--- config.mk ---
export PLATFORM = sky130hd
export DESIGN_NAME = next_allowed_color_address_top
export DESIGN_NICKNAME = d
export VERILOG_FILES = /design/src/rtl/nac_pkg.sv /design/src/rtl/next_allowed_color_address_top.sv
export SDC_FILE = /design/constraint.sdc
export NUM_CORES = 1
export LEC_CHECK = 0
export BUFFER_PORTS_ARGS = -buffer_cell sky130_fd_sc_hd__buf_2
export CAP_MARGIN = 20
export CORE_MARGIN = 1
export CORE_UTILIZATION = 23
export CTS_CLUSTER_DIAMETER = 30
export DETAILED_ROUTE_END_ITERATION = 8
export GPL_ROUTABILITY_DRIVEN = 0
export GPL_TIMING_DRIVEN = 1
export HOLD_SLACK_MARGIN = 0.02
export PLACE_DENSITY = 0.37
export SETUP_SLACK_MARGIN = 0.1
export SLEW_MARGIN = 15
export SYNTH_ARGS = -nofsm -noshare
export SYNTH_HDL_FRONTEND = slang
export SYNTH_SLANG_ARGS = --single-unit
--- constraint.sdc ---
create_clock -name clk -period 13.3 [get_ports clk]
set_clock_uncertainty 0.2 [all_clocks]
set_input_delay 0.665 -clock clk [delete_from_list [all_inputs] [get_ports clk]]
set_output_delay 0.665 -clock clk [all_outputs]
set_load 0.01 [all_outputs]
--- src/rtl/nac_pkg.sv ---
// Shared types, constants and helpers for the colour address finder.
// Depends on nothing; imported by next_allowed_color_address_top, nac_result_checker and tb.
package nac_pkg;

  // Build-time sizes
  localparam int TABLE_DEPTH = 64;
  localparam int PAGE_BITS  = 12;
  localparam int ADDR_BITS  = 48;

  // Field widths
  localparam int ADDR_W  = 48;
  localparam int COLOR_W = 6;
  localparam int IDX_W   = 6;
  localparam int CNT_W   = 7;
  localparam int CB_W    = 3;
  localparam int KIND_W  = 2;
  localparam int CFG_W   = 7;
  localparam int CFG_IDX_W = 1;

  // Widest colour field supported
  localparam logic [CB_W-1:0] CB_MAX = CB_W'(COLOR_W);

  // Address mask at ADDR_BITS, limited to the port width
  localparam logic [63:0] ADDR_MASK64 =
    (ADDR_BITS >= 64) ? 64'hFFFF_FFFF_FFFF_FFFF : ((64'd1 << ADDR_BITS) - 64'd1);
  localparam logic [ADDR_W-1:0] ADDR_MASK = ADDR_MASK64[ADDR_W-1:0];

  // Configuration register indexes
  typedef enum logic [CFG_IDX_W-1:0] {
    CFG_COLOR_BITS  = 1'b0,
    CFG_COLOR_COUNT = 1'b1
  } cfg_reg_t;

  // Request codes
  typedef enum logic {
    REQ_WRITE = 1'b0,
    REQ_QUERY = 1'b1
  } req_t;

  // Result kinds
  typedef enum logic [KIND_W-1:0] {
    KIND_WRITE  = 2'd0,
    KIND_SAME   = 2'd1,
    KIND_HIGHER = 2'd2,
    KIND_NEXT   = 2'd3
  } kind_t;

  // Replace the colour field above the page offset
  function automatic logic [ADDR_W-1:0] set_color(input logic [ADDR_W-1:0]  addr,
                                                  input logic [COLOR_W-1:0] cmask,
                                                  input logic [COLOR_W-1:0] c);
    logic [ADDR_W-1:0] field;
    logic [ADDR_W-1:0] ins;
    field = ADDR_W'(cmask) << PAGE_BITS;
    ins   = ADDR_W'(c & cmask) << PAGE_BITS;
    return ((addr & ~field) | ins) & ADDR_MASK;
  endfunction

endpackage

--- src/rtl/next_allowed_color_address_top.sv ---
// A table write passes from ST_IDLE through ST_DONE to the output register; a
// query also passes through ST_WALK, where it stops at table entry k (counting
// from 1) or walks all n entries (n = color_count, max 64) without a stop.
// One item is in work at a time; the walk reads one table entry per cycle
// from the registered read port of the colour memory.
// The next item is taken while a finished beat still waits at the output.
// Reset (synchronous, rst_n low): table reads as all zeros through per-entry
// valid bits, color_bits = 0, color_count = 1, both channels empty.
module next_allowed_color_address_top (
  input  logic                          clk,
  input  logic                          rst_n,
  // configuration
  input  logic                          cfg_we,
  input  logic [nac_pkg::CFG_IDX_W-1:0] cfg_index,
  input  logic [nac_pkg::CFG_W-1:0]     cfg_wdata,
  // input channel
  input  logic                          in_valid,
  output logic                          in_stall,
  input  logic                          in_req_type,
  input  logic [nac_pkg::IDX_W-1:0]     in_entry_index,
  input  logic [nac_pkg::COLOR_W-1:0]   in_entry_color,
  input  logic [nac_pkg::ADDR_W-1:0]    in_phys_addr,
  // result channel
  output logic                          out_valid,
  input  logic                          out_stall,
  output logic [nac_pkg::ADDR_W-1:0]    out_next_addr,
  output logic [nac_pkg::KIND_W-1:0]    out_result_kind
);
  import nac_pkg::*;

  typedef enum logic [2:0] {
    ST_IDLE = 3'b001,
    ST_WALK = 3'b010,
    ST_DONE = 3'b100
  } state_t;

  state_t             state_r, state_nxt;

  logic [CB_W-1:0]    color_bits_r;
  logic [CNT_W-1:0]   color_count_r;

  logic [COLOR_W-1:0] mem [TABLE_DEPTH];
  logic [TABLE_DEPTH-1:0] valid_r;
  logic [COLOR_W-1:0] rd_data_r;
  logic               rd_valid_r;
  logic [IDX_W-1:0]   rd_addr;
  logic [COLOR_W-1:0] entry0_r;

  logic [ADDR_W-1:0]  addr_r, addr_nxt;
  logic [COLOR_W-1:0] color_r, color_nxt;
  logic [CNT_W-1:0]   n_r, n_nxt;
  logic [CNT_W-1:0]   idx_r, idx_nxt;
  logic [ADDR_W-1:0]  res_addr_r, res_addr_nxt;
  kind_t              res_kind_r, res_kind_nxt;

  logic               out_valid_r;
  logic [ADDR_W-1:0]  out_addr_r;
  kind_t              out_kind_r;

  logic               in_acc;
  logic               wr_en;
  logic               out_free;
  logic [CB_W-1:0]    cb;
  logic [COLOR_W-1:0] cmask;
  logic [COLOR_W-1:0] entry;
  logic [ADDR_W-1:0]  wrap_addr;

  // Effective colour width and mask
  assign cb    = (color_bits_r > CB_MAX) ? CB_MAX : color_bits_r;
  assign cmask = COLOR_W'((7'd1 << cb) - 7'd1);

  assign in_stall = (state_r != ST_IDLE);
  assign in_acc   = in_valid && !in_stall;
  assign wr_en    = in_acc && (in_req_type == REQ_WRITE) &&
                    (CNT_W'(in_entry_index) < CNT_W'(TABLE_DEPTH));
  assign out_free = !out_valid_r || !out_stall;

  // Configuration registers
  always_ff @(posedge clk) begin
    if (!rst_n) begin
      color_bits_r  <= '0;
      color_count_r <= CNT_W'(1);
    end else if (cfg_we) begin
      unique case (cfg_index)
        CFG_COLOR_BITS:  color_bits_r  <= cfg_wdata[CB_W-1:0];
        CFG_COLOR_COUNT: color_count_r <= cfg_wdata[CNT_W-1:0];
        default: ;
      endcase
    end
  end

  // Read entry 0 when a query enters, then the entry after the one compared
  assign rd_addr = (state_r == ST_IDLE) ? '0 : IDX_W'(idx_r[IDX_W-1:0] + IDX_W'(1));

  // Colour table: write on accepted writes, one registered read per cycle
  always_ff @(posedge clk) begin
    if (wr_en) begin
      mem[in_entry_index] <= in_entry_color & cmask;
    end
    rd_data_r <= mem[rd_addr];
  end

  // Per-entry valid bits and a copy of entry 0 for the wrap case
  always_ff @(posedge clk) begin
    if (!rst_n) begin
      valid_r    <= '0;
      rd_valid_r <= 1'b0;
      entry0_r   <= '0;
    end else begin
      rd_valid_r <= valid_r[rd_addr];
      if (wr_en) begin
        valid_r[in_entry_index] <= 1'b1;
        if (in_entry_index == '0) begin
          entry0_r <= in_entry_color & cmask;
        end
      end
    end
  end

  assign entry     = rd_valid_r ? rd_data_r : '0;
  assign wrap_addr = (addr_r + (ADDR_W'(1) << (PAGE_BITS + int'(cb)))) & ADDR_MASK;

  // Walk sequencer
  always_comb begin
    state_nxt    = state_r;
    addr_nxt     = addr_r;
    color_nxt    = color_r;
    n_nxt        = n_r;
    idx_nxt      = idx_r;
    res_addr_nxt = res_addr_r;
    res_kind_nxt = res_kind_r;
    unique case (state_r)
      ST_IDLE: begin
        if (in_acc) begin
          if (in_req_type == REQ_WRITE) begin
            res_addr_nxt = '0;
            res_kind_nxt = KIND_WRITE;
            state_nxt    = ST_DONE;
          end else begin
            addr_nxt  = in_phys_addr & ADDR_MASK;
            color_nxt = COLOR_W'((in_phys_addr & ADDR_MASK) >> PAGE_BITS) & cmask;
            n_nxt     = (color_count_r > CNT_W'(TABLE_DEPTH)) ? CNT_W'(TABLE_DEPTH)
                                                               : color_count_r;
            idx_nxt   = '0;
            state_nxt = ST_WALK;
          end
        end
      end
      ST_WALK: begin
        if (idx_r < n_r) begin
          priority if (color_r == entry) begin
            res_addr_nxt = addr_r;
            res_kind_nxt = KIND_SAME;
            state_nxt    = ST_DONE;
          end else if (color_r < entry) begin
            res_addr_nxt = set_color(addr_r, cmask, entry);
            res_kind_nxt = KIND_HIGHER;
            state_nxt    = ST_DONE;
          end else begin
            idx_nxt = idx_r + CNT_W'(1);
          end
        end else begin
          res_addr_nxt = set_color(wrap_addr, cmask, entry0_r);
          res_kind_nxt = KIND_NEXT;
          state_nxt    = ST_DONE;
        end
      end
      ST_DONE: begin
        if (out_free) begin
          state_nxt = ST_IDLE;
        end
      end
      default: state_nxt = ST_IDLE;
    endcase
  end

  always_ff @(posedge clk) begin
    if (!rst_n) begin
      state_r <= ST_IDLE;
      idx_r   <= '0;
    end else begin
      state_r <= state_nxt;
      idx_r   <= idx_nxt;
    end
  end

  always_ff @(posedge clk) begin
    addr_r     <= addr_nxt;
    color_r    <= color_nxt;
    n_r        <= n_nxt;
    res_addr_r <= res_addr_nxt;
    res_kind_r <= res_kind_nxt;
  end

  // Output register: load the finished result when the slot is free
  always_ff @(posedge clk) begin
    if (!rst_n) begin
      out_valid_r <= 1'b0;
    end else if ((state_r == ST_DONE) && out_free) begin
      out_valid_r <= 1'b1;
    end else if (!out_stall) begin
      out_valid_r <= 1'b0;
    end
  end

  always_ff @(posedge clk) begin
    if ((state_r == ST_DONE) && out_free) begin
      out_addr_r <= res_addr_r;
      out_kind_r <= res_kind_r;
    end
  end

  assign out_valid       = out_valid_r;
  assign out_next_addr   = out_addr_r;
  assign out_result_kind = out_kind_r;

  // Checks
  a_state_onehot: assert property (@(posedge clk) disable iff (!rst_n)
    $onehot(state_r))
    else $error("state register not one-hot");

  a_walk_bound: assert property (@(posedge clk) disable iff (!rst_n)
    (state_r == ST_WALK) |-> (idx_r <= n_r))
    else $error("walk index beyond table count");

  a_accept_busy: assert property (@(posedge clk) disable iff (!rst_n)
    in_acc |=> (state_r != ST_IDLE))
    else $error("accepted item did not start work");

  a_write_zero: assert property (@(posedge clk) disable iff (!rst_n)
    (out_valid_r && (out_kind_r == KIND_WRITE)) |-> (out_addr_r == '0))
    else $error("write beat carries a non-zero address");

  a_done_loads: assert property (@(posedge clk) disable iff (!rst_n)
    ((state_r == ST_DONE) && out_free) |=> out_valid_r)
    else $error("finished result not presented");

endmodule

Word level (Yosys, flattened, before mapping)
Memories as Yosys holds them, arrays and structs flattened. A register that Yosys moved wholly into a read port is not among the register bits.
Cells that the tools add are included.
{"block": "word_totals", "mem_count": 1, "regBits": 253, "inputBits": 74, "word_cells": 109, "ramBits": 384}
{"memory": "mem", "words": 64, "word_bits": 6, "read_ports": 1, "rd_clocked_by_memory_dff": 1, "wr": 1, "line_no": "next_allowed_color_address_top.sv:42", "source": "logic [COLOR_W-1:0] mem [TABLE_DEPTH];"}
{"block": "classes", "eq_ne": 14, "magnitude_cmp": 7, "n_reduce_logical": 17, "muxes": 36, "addsub": 5, "bitwise_logic": 12, "n_shift": 2}
{"operator": "two-way mux 48 bit", "n": 5}
{"operator": "AND 48 bit", "n": 2}
{"operator": "bitwise OR 48 x 18 -> 48 bit", "n": 2}
{"operator": "one-hot mux 48 bit (2 select lines)", "n": 1}
{"operator": "bitwise OR 64 bit", "n": 1}
{"operator": "adder 48 bit", "n": 1}
{"operator": "NOT 18 -> 48 bit", "n": 1}
{"operator": "<< shifter 1 x 5 -> 48 bit, first input constant", "n": 1}
{"operator": "two-way mux 7 bit", "n": 5}
{"operator": "AND 6 bit", "n": 4}
{"operator": "two-way mux 3 bit", "n": 7}
{"operator": "less-than comparator 6 x 7 -> 1 bit, second input constant", "n": 2}
{"operator": "!= test 2 bit, second input constant", "n": 7}
{"operator": "one-hot mux 7 bit (2 select lines)", "n": 1}
{"operator": "two-way mux 6 bit", "n": 2}
{"operator": "two-way mux 2 bit", "n": 5}
{"operator": "one-hot mux 3 bit (3 select lines)", "n": 1}
{"operator": "adder 7 x 1 -> 7 bit, second input constant", "n": 1}
{"operator": "greater-than comparator 7 bit, second input constant", "n": 1}
{"operator": "less-than comparator 7 bit", "n": 1}
{"operator": "adder 6 x 1 -> 6 bit, second input constant", "n": 1}
{"operator": "binary-select mux 1 bit (select 6 bit)", "n": 1}
{"operator": "demux 1 bit (select 6 bit)", "n": 1}
{"operator": "equality test 6 bit", "n": 1}
{"operator": "other kinds (24)", "n": 38}

Logic depth before layout (Yosys ltp)
Gate-level depths: netlist of the first run.
{"block": "depth", "depth_word": 11, "mapped_depth": 13, "depth_no_buf": 11}

Worst setup path before layout of the first run
No wires, ideal clock.
{"block": "synth_timing", "path_kind": "register to register", "start": "register rd_valid_r", "end": "register res_addr_r[0], enable pin", "path_slack_ns": 8.861, "arrival_time_ns": 3.782, "path_buffers": 0, "synth_period_minus_slack_ns": 4.439, "t_required_ns": 12.642, "path_stages_with_launch": 11, "setup_ns": 0.458, "cell_sequence": "dfxtp_1 nand2_1 ha_1 nor2b_1 o21a_1 o21ai_0 a21oi_1 or2_2 nand4_1 o21ai_0 nor2_1"}
{"block": "synth_via", "elab_chain_cells": 4}
{"item": "start: declaration", "line_no": "next_allowed_color_address_top.sv:45", "source": "logic rd_valid_r;"}
{"item": "start signal: assignment", "line_no": "next_allowed_color_address_top.sv:110", "source": "rd_valid_r <= valid_r[rd_addr];"}
{"item": "two-way mux 6 bit (*)", "line_no": "next_allowed_color_address_top.sv:120", "source": "assign entry = rd_valid_r ? rd_data_r : '0;"}
{"item": "less-than comparator 6 bit or equality test 6 bit (tied branches)", "line_no": "next_allowed_color_address_top.sv:155, next_allowed_color_address_top.sv:151"}
{"item": "!= test 4 bit (no source line) (*)"}
{"item": "AND reduction 4 bit (no source line) (*)"}
{"item": "end signal: assignment", "line_no": "next_allowed_color_address_top.sv:191", "source": "res_addr_r <= res_addr_nxt;"}
{"item": "end: declaration", "line_no": "next_allowed_color_address_top.sv:53", "source": "logic [ADDR_W-1:0] res_addr_r, res_addr_nxt;"}
Mark *: on every way between the ends. The rest lies on a longest branch, timed or not.
A chain may end at the register's enable or synchronous reset.

Worst setup path in the final report of the first run
{"block": "layout_timing", "start": "register state_r[2]", "end": "register rd_data_r[5] (read register of mem)"}
{"block": "layout_via", "elab_chain_cells": 2}
{"item": "start: declaration", "line_no": "next_allowed_color_address_top.sv:37", "source": "state_t state_r, state_nxt;"}
{"item": "start signal: assignment", "line_no": "next_allowed_color_address_top.sv:182", "source": "state_r <= state_nxt;"}
{"item": "equality test 3 x 1 -> 1 bit", "line_no": "next_allowed_color_address_top.sv:93", "source": "assign rd_addr = (state_r == ST_IDLE) ? '0 : IDX_W'(idx_r[IDX_W-1:0] + IDX_W'(1));"}
{"item": "two-way mux 6 bit", "line_no": "next_allowed_color_address_top.sv:93"}
{"item": "end: declaration", "line_no": "next_allowed_color_address_top.sv:44", "source": "logic [COLOR_W-1:0] rd_data_r;"}
Every way passes these cells.

==> results of run 1 <==
routing by layer:
layer / track usage / vias up
met2: 0.220 / 597
li1: - / 8609
met1: 0.185 / 9301
met3: 0.0352 / 146
met4: 0.0632 / 8
met5: 0 / -
path summary, 6_finish.rpt:
kind | to | cells past startpoint
hold reg to reg | out_next_addr[25] | 0
hold / removal | color_count_r[5] | 3
setup reg to reg | rd_data_r[5] | 11
setup / recovery | rd_data_r[5] | 11
cell families (layout without fill, tap and decap cells):
| logic type | count (synthesis) | after routing |
|---|---|---|
| compound gates | 525 | 525 |
| simple gates | 591 | 591 |
| buf+inv | 150 | 535 |
| flops | 643 | 643 |
| other cells | 1 | 27 |
| fa+ha+maj | 46 | 46 |
| xor+xnor | 32 | 32 |
| mux | 96 | 96 |
report_power, final:
group          switching, mW  total, mW  internal (mW)
logic                  0.257      0.389          0.131
clock network           1.21       4.03           2.82
registers             0.0217       2.25           2.23
worst register-to-register path, cell delays in order, from the launching register on:
cell	delay (ns)
dfxtp_1	0.37
nor3b_4	0.21
buf_4	0.53
inv_2	0.08
buf_4	0.27
nand2_2	0.66
buf_4	0.68
a311oi_1	0.26
a311oi_1	0.33
a211oi_1	0.14
a21oi_1	0.27
a21oi_1	0.11
layout make-up:
type,count,area [um2],share of cell area
Antenna cell,1,2.50,0.0000693
Clock buffer,198,4320,0.120
Clock inverter,101,1350,0.0373
Inverter,25,93.8,0.00260
Multi-Input combinational cell,1316,8690,0.241
Sequential cell,643,18300,0.508
Tap cell,1536,1920,0.0532
Timing Repair Buffer,211,1410,0.0391
flip-flops by register name, summed over array words and instances (netlist names):
| name | flops |
|---|---|
| out_result_kind | 2 |
| rd_data_r | 6 |
| state_r | 3 |
| out_next_addr | 48 |
| n_r | 7 |
| entry0_r | 6 |
| color_r | 6 |
| addr_r | 48 |
| color_count_r | 7 |
| color_bits_r | 3 |
| rd_valid_r | 1 |
| res_kind_r | 2 |
| out_valid | 1 |
| mem | 384 |
| valid_r | 64 |
| res_addr_r | 48 |
| idx_r | 7 |
repair_timing:
item	4_1_cts	5_1_grt
setup buffers	0	0
hold buffers	55	0
setup endpoints to repair	0	0
hold endpoints to repair	60	0
cells in the mapped netlist, types with 4 or more instances:
cell / count / area (um2)
a211o_1: 7 / 61.3
a211oi_1: 23 / 173
a21boi_0: 19 / 143
a21o_1: 8 / 60.1
a21oi_1: 119 / 596
a311oi_1: 21 / 184
a31oi_1: 11 / 68.8
and2_0: 6 / 37.5
and2_1: 15 / 93.8
and3_1: 24 / 150
buf_1: 10 / 37.5
buf_2: 33 / 165
clkbuf_1: 76 / 285
dfxtp_1: 98 / 1960
edfxtp_1: 545 / 16400
ha_1: 45 / 563
inv_1: 22 / 82.6
mux2_2: 13 / 146
mux2i_1: 62 / 621
mux4_2: 21 / 473
nand2_1: 233 / 875
nand2b_1: 7 / 43.8
nand3_1: 76 / 380
nand3b_1: 8 / 60.1
nand4_1: 12 / 75.1
nor2_1: 111 / 417
nor2b_1: 24 / 150
nor3_1: 12 / 60.1
nor3b_1: 6 / 45.0
o211ai_1: 42 / 315
o21a_1: 70 / 526
o21ai_0: 96 / 480
o221ai_1: 40 / 350
o22ai_1: 24 / 150
o311ai_0: 9 / 78.8
o31ai_1: 9 / 67.6
o32a_1: 4 / 40.0
or2_2: 5 / 31.3
or3_1: 32 / 200
or4_1: 8 / 60.1
xnor2_1: 20 / 175
xor2_1: 11 / 96.3
==> reports/results.ini, run 1 <==
[drt]
drt_first_pass_iters = 6
wl_met2_um = 39000
highest_layer = met5
drt_iter0_drc = 1205
met1_length_um = 38900
vias_per_cell = 4.63
wl_met3_um = 4800
drc = 0
wl_per_cell_um = 21.2
wirelength_um = 85400
vias = 18661
antenna_left = 0

[floorplan]
die_y_um = 347
dieArea_mm2 = 0.121
start_util = 0.232
fp.dieW_um = 347
ios = 126
coreArea_mm2 = 0.118
num_rows = 126

[logic_synthesis]
postSynthCellCount = 2084
synth-seq-cells = 643
yosys.area_share.simple = 0.102
yosys.cell_types.count = 77
synthFlopType = edfxtp_1
synth_top_family_by_area = compound AO/OA/AOI/OAI gates
synth-compound-area-share = 0.129
synth_fa_ha_area_frac = 0.0213
netlist_area_mm2 = 0.0274
ys_seq_area_frac = 0.669
synth_xor_area_frac = 0.0105
muxShareOfSynthArea = 0.0453
avgSynthCellArea_um2 = 13.1
yosysWarnings = 0
synthArstFlopShare = 0
synth_edf_count = 545

[clock_network]
clockBufferDepth = 3
cts_tree = done
ctsResizeCount = 0
numClockSinks = 643
clock_latency_ns = 0.74
htreeDepth = 4
cts_root_buf = clkbuf_16
cts.reportedPaths.clkPinSlew_ns = 0.04
cts_made_buffers = 162

[place]
placed_cells = 3675
pre_cts_slack_ns = 9.03
port_buffers = 125
hpwl_um = 53500
post_dp_cell_area_mm2 = 0.0299

[sta]
tightest_slew_ns = 1.01
hold_viol_final = 0
timing.fmax_mhz = 234
finalWorstSetupSlack_ns = 9.02
hold_ws_ns = 0.107
layout_min_cycle_time_ns = 4.28
tns_ns = 0
maxSlewViolCount = 0
setup_viol = 0
max_slew_margin = 0.325
grt_setup_unrepaired = false
timing.final.crit_share = 0.322

[final_layout]
utilization = 0.306
stdcell_count = 4031
drive_gt1_frac = 0.194
fin_nets = 2479
final_cell_mix = 545 x edfxtp_1, 232 x nand2_1, 164 x clkbuf_16, 124 x buf_2, 117 x a21oi_1
design_area_mm2 = 0.0361
fillers = 11774
final_common_cell = edfxtp_1
area_growth_pct = 31.8

[setup_path]
cp-startpoint = state_r[2]
r2r_start = state_r[2]
path_max_fanout = 50
critPathKind = reg2reg
critPathMaxStageDelay_ns = 0.65
start_kind = flop
path_common_cell = buf_4
path_cells = nor3b_4 -> buf_4 -> inv_2 -> buf_4 -> nand2_2 -> buf_4 -> a311oi_1 -> a311oi_1 -> a211oi_1 -> a21oi_1 -> a21oi_1
cp_top_family = buffers and inverters
end_kind = flop
arrival_ns = 4.65
crit_slowest_cell = nand2_2
cp_num_buf_inv = 4
crit_required_ns = 13.66
rrSetupSlack_ns = 9.02

[global_route]
gr-total-overflow = 0
grt_max_degree = 66
grt_pass1_vias = 18997
grt_use_total = 0.141
grt_pass1_wl_um = 126000
antenna_found_initial = 7

[power_and_ir_drop]
ir_worst_vdd_uv = 129
leakage_nw = 12.2
total_power_mw = 6.66
p_per_area_mw_per_mm2 = 184

[job]
cap_violations = 0

[outcome]
status = finished clean

[hold_path]
min_from = cfg_index
hold_path_class = in2reg

Note: power is estimated with default switching activity, not from simulation.
==> run 2, diff against run 1 <==
--- a/config.mk
+++ b/config.mk
@@ -5,6 +5,7 @@
 export SDC_FILE = /design/constraint.sdc
 export NUM_CORES = 1
 export LEC_CHECK = 0
+export ABC_AREA = 1
 export BUFFER_PORTS_ARGS = -buffer_cell sky130_fd_sc_hd__buf_2
 export CAP_MARGIN = 20
 export CORE_MARGIN = 1
==> constraint.sdc (replaced) <==
create_clock -name clk -period 4.15 [get_ports clk]
set_clock_uncertainty 0.2 [all_clocks]
set_input_delay 0.2075 -clock clk [delete_from_list [all_inputs] [get_ports clk]]
set_output_delay 0.2075 -clock clk [all_outputs]
set_load 0.01 [all_outputs]
==> reports/results.ini, run 2 <==
[logic_synthesis]
netlist_area_mm2 = 0.0283  ; +3.3%
synth-seq-cells = 643  ; unchanged
synth_most_common_cell = edfxtp_1
synthFlopType = edfxtp_1
synth_common_cells = 545 x edfxtp_1, 421 x nand2_1, 403 x nor2_1
synthArstFlopShare = 0  ; unchanged
yosysTopAreaCell = edfxtp_1
avgSynthCellArea_um2 = 10.3  ; -22%
postSynthCellCount = 2756  ; +32%
synth_area_leaders = edfxtp_1 58%, dfxtp_1 6.9%, nand2_1 5.6%
yosys.cell_types.count = 42  ; -45%
ys_seq_area_frac = 0.648  ; -0.0213
synth_top_area_frac = 0.578  ; -0.0190
yosysWarnings = 0  ; unchanged
synth_edf_count = 545  ; unchanged

[sta]
layout_min_cycle_time_ns = 3.28  ; -1.00 ns
setup_viol = 0  ; unchanged
tightest_slew_ns = 1.01  ; +0.00267 ns
timing.fmax_mhz = 305  ; +31%
max_slew_margin = 0.324  ; -0.00119
grt_setup_unrepaired = false
maxSlewViolCount = 0  ; unchanged
timing.final.crit_share = 0.790  ; +0.468
tns_ns = 0  ; unchanged
hold_viol_final = 0  ; unchanged

[global_route]
grt_max_degree = 105  ; +59%
grt_use_total = 0.153  ; +0.0113
gr-total-overflow = 0  ; unchanged
grt_pass1_wl_um = 142000  ; +13%
grtUsageMet2 = 0.250  ; +0.0304
antenna_found_initial = 5  ; -2
grtUsageMet3 = 0.0302  ; -0.00497
grt_pass1_vias = 22013  ; +16%
grt_util_met1 = 0.199  ; +0.0141
busiest_layer = met2

[setup_path]
critPathMaxStageDelay_ns = 0.56  ; -0.09 ns
path_cells = inv_1 -> nor3_1 -> ha_1 -> a21oi_1 -> o21ai_0 -> a21oi_1 -> nand2_1 -> nand2_1 -> nand2_1 -> a21oi_1 -> nor2_1
arrival_ns = 3.59  ; -1.06 ns
cp_num_buf_inv = 1  ; -3
crit_required_ns = 4.46  ; -9.20 ns
end_kind = flop
rrSetupSlack_ns = 0.87  ; -8.15 ns
crit_slowest_cell = nor3_1
path_max_fanout = 6  ; -88%
critPathKind = reg2reg
start_kind = flop
cp_top_family = simple AND/OR/NAND/NOR gates

[final_layout]
final_common_cell = edfxtp_1
area_growth_pct = 35.4
largest_reg_flops = 384  ; unchanged
insertedDiodeCount = 0  ; -1
final_cell_mix = 545 x edfxtp_1, 419 x nand2_1, 397 x nor2_1, 275 x o21ai_0, 264 x inv_1
regMostFlops = mem
drive_gt1_frac = 0.150  ; -0.0442
utilization = 0.314  ; +0.00853
fillers = 12565  ; +6.7%
fin_nets = 3285  ; +33%
reg_top3 = mem (384), valid_r (64)

[floorplan]
start_util = 0.232  ; about the same
fp.dieW_um = 353  ; +1.6%
ios = 126  ; unchanged
coreArea_mm2 = 0.122  ; +3.2%
dieArea_mm2 = 0.124  ; +3.3%
num_rows = 128  ; +1.6%
die_y_um = 353  ; +1.6%

[clock_network]
cts_tree = done
numClockSinks = 643  ; unchanged
clockBufferDepth = 3  ; unchanged
clock_latency_ns = 0.78  ; +0.04 ns
cts_made_buffers = 165  ; +1.9%
htreeDepth = 4  ; unchanged
cts.reportedPaths.clkPinSlew_ns = 0.05  ; about the same
cts_root_buf = clkbuf_16

[drt]
drc = 0  ; unchanged
antenna_left = 0  ; unchanged
drt_first_pass_iters = 5  ; -1
vias_per_cell = 4.35  ; -6.0%
wirelength_um = 95100  ; +11%
wl_per_cell_um = 19.3  ; -9.0%
vias = 21462  ; +15%
drt_iter0_drc = 1364  ; +13%

[power_and_ir_drop]
leakage_nw = 15.1  ; +24%
p_per_area_mw_per_mm2 = 590  ; +220%
ir_worst_vdd_uv = 413  ; +220%
total_power_mw = 22.6  ; +240%

[hold_path]
hold_path_class = in2reg

[place]
port_buffers = 125  ; unchanged
hpwl_um = 60800  ; +14%

[outcome]
status = finished clean

[job]
cap_violations = 0  ; unchanged

==> run 2: repair_timing <==
| item | 4_1_cts | 5_1_grt |
|---|---|---|
| buffers inserted | 0 | 0 |
| endpoints found under the hold margin | 226 | 0 |
| hold buffers | 130 | 0 |
| gates resized for setup | 0 | 0 |
==> run 2: cells by family after synthesis <==
| family | count (synthesis) | synth area share |
|---|---|---|
| buffers and inverters | 386 | 0.0548 |
| flip-flops | 643 | 0.648 |
| other | 1 | 0.000133 |
| XOR/XNOR | 13 | 0.00402 |
| AO/OA/AOI/OAI | 521 | 0.103 |
| AND/OR/NAND/NOR | 1146 | 0.170 |
| adder cells (fa/ha/maj) | 46 | 0.0206 |
==> run 2: path summary, 6_finish.rpt <==
check | startpoint | endpoint | depth (start not counted)
worst max register to register | color_bits_r[1] | res_addr_r[41] | 11
worst max-delay path | color_bits_r[1] | res_addr_r[41] | 11
worst min-delay path | in_phys_addr[12] | addr_r[12] | 2
worst min register to register | res_addr_r[23] | out_next_addr[23] | 0
==> run 2: per-stage QoR <==
stage / hold WS (ns) / setup WS, ns / area (um2) / instances
finish: 0.0750 / 0.873 / 38300 / 4933
global route: 0.0656 / 0.556 / 38300 / 4933
CTS: 0.0256 / 0.858 / 38300 / 4933
detailed placement: 0.186 / 0.870 / 31300 / 4493
global placement: 0.187 / 0.843 / 31300 / 4493
floorplan: 0.106 / 0.420 / 28400 / 2781
==> run 2: worst register-to-register path, cell delays in order, from the launching register on <==
cell     delay (ns)
dfxtp_1        0.42
inv_1          0.11
nor3_1         0.56
ha_1           0.41
a21oi_1        0.25
o21ai_0        0.15
a21oi_1        0.25
nand2_1        0.19
nand2_1        0.10
nand2_1        0.14
a21oi_1        0.19
nor2_1         0.07
==> run 2: report_power, final <==
group	leakage (nW)	internal, mW	total (mW)	switching, mW
sequential	5.86	7.22	7.33	0.111
combinational	6.50	0.730	2.40	1.67
clock	2.75	8.79	12.9	4.08
total	15.1	16.7	22.6	5.86
==> run 2: final cells by class <==
class	instances	area, um2	area share
well taps	1625	2030	0.0531
clock inverters	103	1280	0.0334
flip-flops and latches	643	18300	0.478
multi-input cells	1752	8600	0.224
repair buffers	328	2610	0.0682
clock buffers	207	4430	0.116
inverters	275	1040	0.0271
==> run 2: routing by layer <==
| metal | up-vias | part of all wire |
|---|---|---|
| li1 | 10403 | - |
| met4 | 2 | 0.026 |
| met5 | - | 0.00014 |
| met1 | 10411 | 0.46 |
| met3 | 165 | 0.042 |
| met2 | 481 | 0.47 |
==> run 3, diff against run 2 <==
==> constraint.sdc (replaced) <==
create_clock -name clk -period 3.26 [get_ports clk]
set_clock_uncertainty 0.2 [all_clocks]
set_input_delay 0.163 -clock clk [delete_from_list [all_inputs] [get_ports clk]]
set_output_delay 0.163 -clock clk [all_outputs]
set_load 0.01 [all_outputs]
==> reports/results.ini, run 3 (synthesis gave the netlist of run 2 again) <==
[outcome]
status = finished clean

[drt]
wl_per_cell_um = 18.9  ; -1.8%
vias_per_cell = 4.31  ; -0.93%
drc = 0  ; unchanged
drt_iter0_drc = 1251  ; -8.3%
drt_first_pass_iters = 5  ; unchanged
antenna_left = 0  ; unchanged
vias = 21685  ; +1.0%
wirelength_um = 95300  ; +0.19%

[floorplan]
fp.dieW_um = 353  ; unchanged
ios = 126  ; unchanged
die_y_um = 353  ; unchanged
dieArea_mm2 = 0.124  ; unchanged
coreArea_mm2 = 0.122  ; unchanged
start_util = 0.232  ; unchanged
num_rows = 128  ; unchanged

[final_layout]
insertedDiodeCount = 0  ; unchanged
stdcell_count = 5031  ; +2.0%
fin_nets = 3377  ; +2.8%
design_area_mm2 = 0.0394  ; +2.8%
final_cell_mix = 545 x edfxtp_1, 419 x nand2_1, 397 x nor2_1, 275 x o21ai_0, 264 x inv_1
regMostFlops = mem
largest_reg_flops = 384  ; unchanged
final_common_cell = edfxtp_1
area_growth_pct = 39.2
drive_gt1_frac = 0.170  ; +0.0198
reg_top3 = mem (384), valid_r (64)

[power_and_ir_drop]
p_per_area_mw_per_mm2 = 750  ; +27%
ir_worst_vdd_uv = 597  ; +45%
leakage_nw = 15.7  ; +3.9%

[clock_network]
cts_root_buf = clkbuf_16
cts_tree = done
htreeDepth = 4  ; unchanged
numClockSinks = 643  ; unchanged
cts_made_buffers = 171  ; +3.6%
clockBufferDepth = 3  ; unchanged
clock_latency_ns = 0.77  ; about the same
cts.reportedPaths.clkPinSlew_ns = 0.04  ; about the same

[sta]
hold_ws_ns = 0.158  ; +0.0825 ns
layout_min_cycle_time_ns = 2.98  ; -0.297 ns
setup_viol = 0  ; unchanged
grt_setup_unrepaired = false
tightest_slew_ns = 0.968  ; -0.0429 ns
tns_ns = 0  ; unchanged
hold_viol_final = 0  ; unchanged
timing.fmax_mhz = 336  ; +10%
max_slew_margin = 0.351  ; +0.0265
finalWorstSetupSlack_ns = 0.280  ; -0.593 ns
timing.final.crit_share = 0.914  ; +0.124
maxSlewViolCount = 0  ; unchanged

[setup_path]
end_kind = flop
path_max_fanout = 11  ; +5
reg2reg_to = mem[45][4]
crit_required_ns = 3.55  ; -0.91 ns
critPathKind = reg2reg
cp-startpoint = state_r[0]
start_kind = flop
r2r_start = state_r[0]
arrival_ns = 3.27  ; -0.32 ns
cp-endpoint = mem[45][4]
worstRegToRegCells = 7  ; -4
rrSetupSlack_ns = 0.28  ; -0.59 ns

[place]
placed_cells = 4568  ; +1.7%
hpwl_um = 61700  ; +1.5%
post_dp_cell_area_mm2 = 0.0320  ; +2.2%
pre_cts_slack_ns = 0.330  ; -0.539 ns
port_buffers = 125  ; unchanged

[global_route]
grt_use_total = 0.153  ; +0.000198
grt_pass1_vias = 22292  ; +1.3%
grt_pass1_wl_um = 143000  ; +0.28%
grt_max_degree = 96  ; -8.6%
gr-total-overflow = 0  ; unchanged
antenna_found_initial = 2  ; -3

[job]
cap_violations = 0  ; unchanged

[hold_path]
min_from = in_phys_addr[17]
hold_path_class = in2reg

-- run 3: changes by cell type in the layout (fill, tap and decap cells not counted), moves of 2 or more --
cell | previous run | this run
clkinv_2 | 26 | 23
bufinv_16 | 20 | 22
inv_16 | 0 | 3
clkbuf_8 | 12 | 14
clkinv_16 | 7 | 9
inv_6 | 5 | 1
clkinv_1 | 24 | 21
buf_12 | 11 | 20
dlygate4sd3_1 | 130 | 141
clkbuf_16 | 166 | 172
clkbuf_1 | 29 | 39
clkinv_8 | 3 | 0
buf_4 | 62 | 128
-- run 3: worst min path at each step --
| stage | to | slack, ns | depth (start not counted) |
|---|---|---|---|
| after floorplan | addr_r[0] | 0.06 | 0 |
| after detailed placement | addr_r[18] | 0.14 | 1 |
| after global placement | addr_r[18] | 0.14 | 1 |
| after global routing | color_r[3] | 0.14 | 4 |
| after CTS | color_r[3] | 0.09 | 4 |
| final | color_r[5] | 0.16 | 4 |
-- run 3: worst max-delay path, cell delays in order (launching register included) --
cell and delay [ns]:
dfxtp_1 0.43, nand3_4 0.35, nor2_1 0.27, nand2_1 0.12, inv_1 0.16, nand3_1 0.31
nor2_1 0.23, dlygate4sd3_1 0.62
-- run 3: repair_timing --
action	CTS	global route
resized for setup	0	2
buffers inserted	0	0
setup endpoints to repair	0	10
hold buffers	141	0
hold endpoints to repair	665	0
-- run 3: final cells by class --
cell class,instances,area [um2]
Tap cell,1625,2030
Clock inverter,97,1350
Fill cell,12470,82500
Multi-Input combinational cell,1752,8600
Timing Repair Buffer,414,3400
Clock buffer,225,4640
Sequential cell,643,18300
Inverter,275,1030
-- run 3: metrics by stage --
stage                util  power [mW]
floorplan               -        11.2
global placement    0.262        12.5
global route        0.323        30.7
finish              0.323        29.6
detailed placement  0.262        12.5
CTS                 0.323        29.9
-- run 3: per-layer routing --
metal  vias up  GRT usage  part of all wire
li1      10601          -                 -
met1     10549      0.202              0.47
met2       401      0.251              0.47
met3       134     0.0307             0.035
met4         0     0.0481             0.020
met5         -          0                 0
-- run 3: power breakdown --
part           switching (mW)  internal, mW
Combinational            2.15          1.02
Clock                    5.31          11.8
Sequential              0.116          9.19
Total                    7.58          22.0
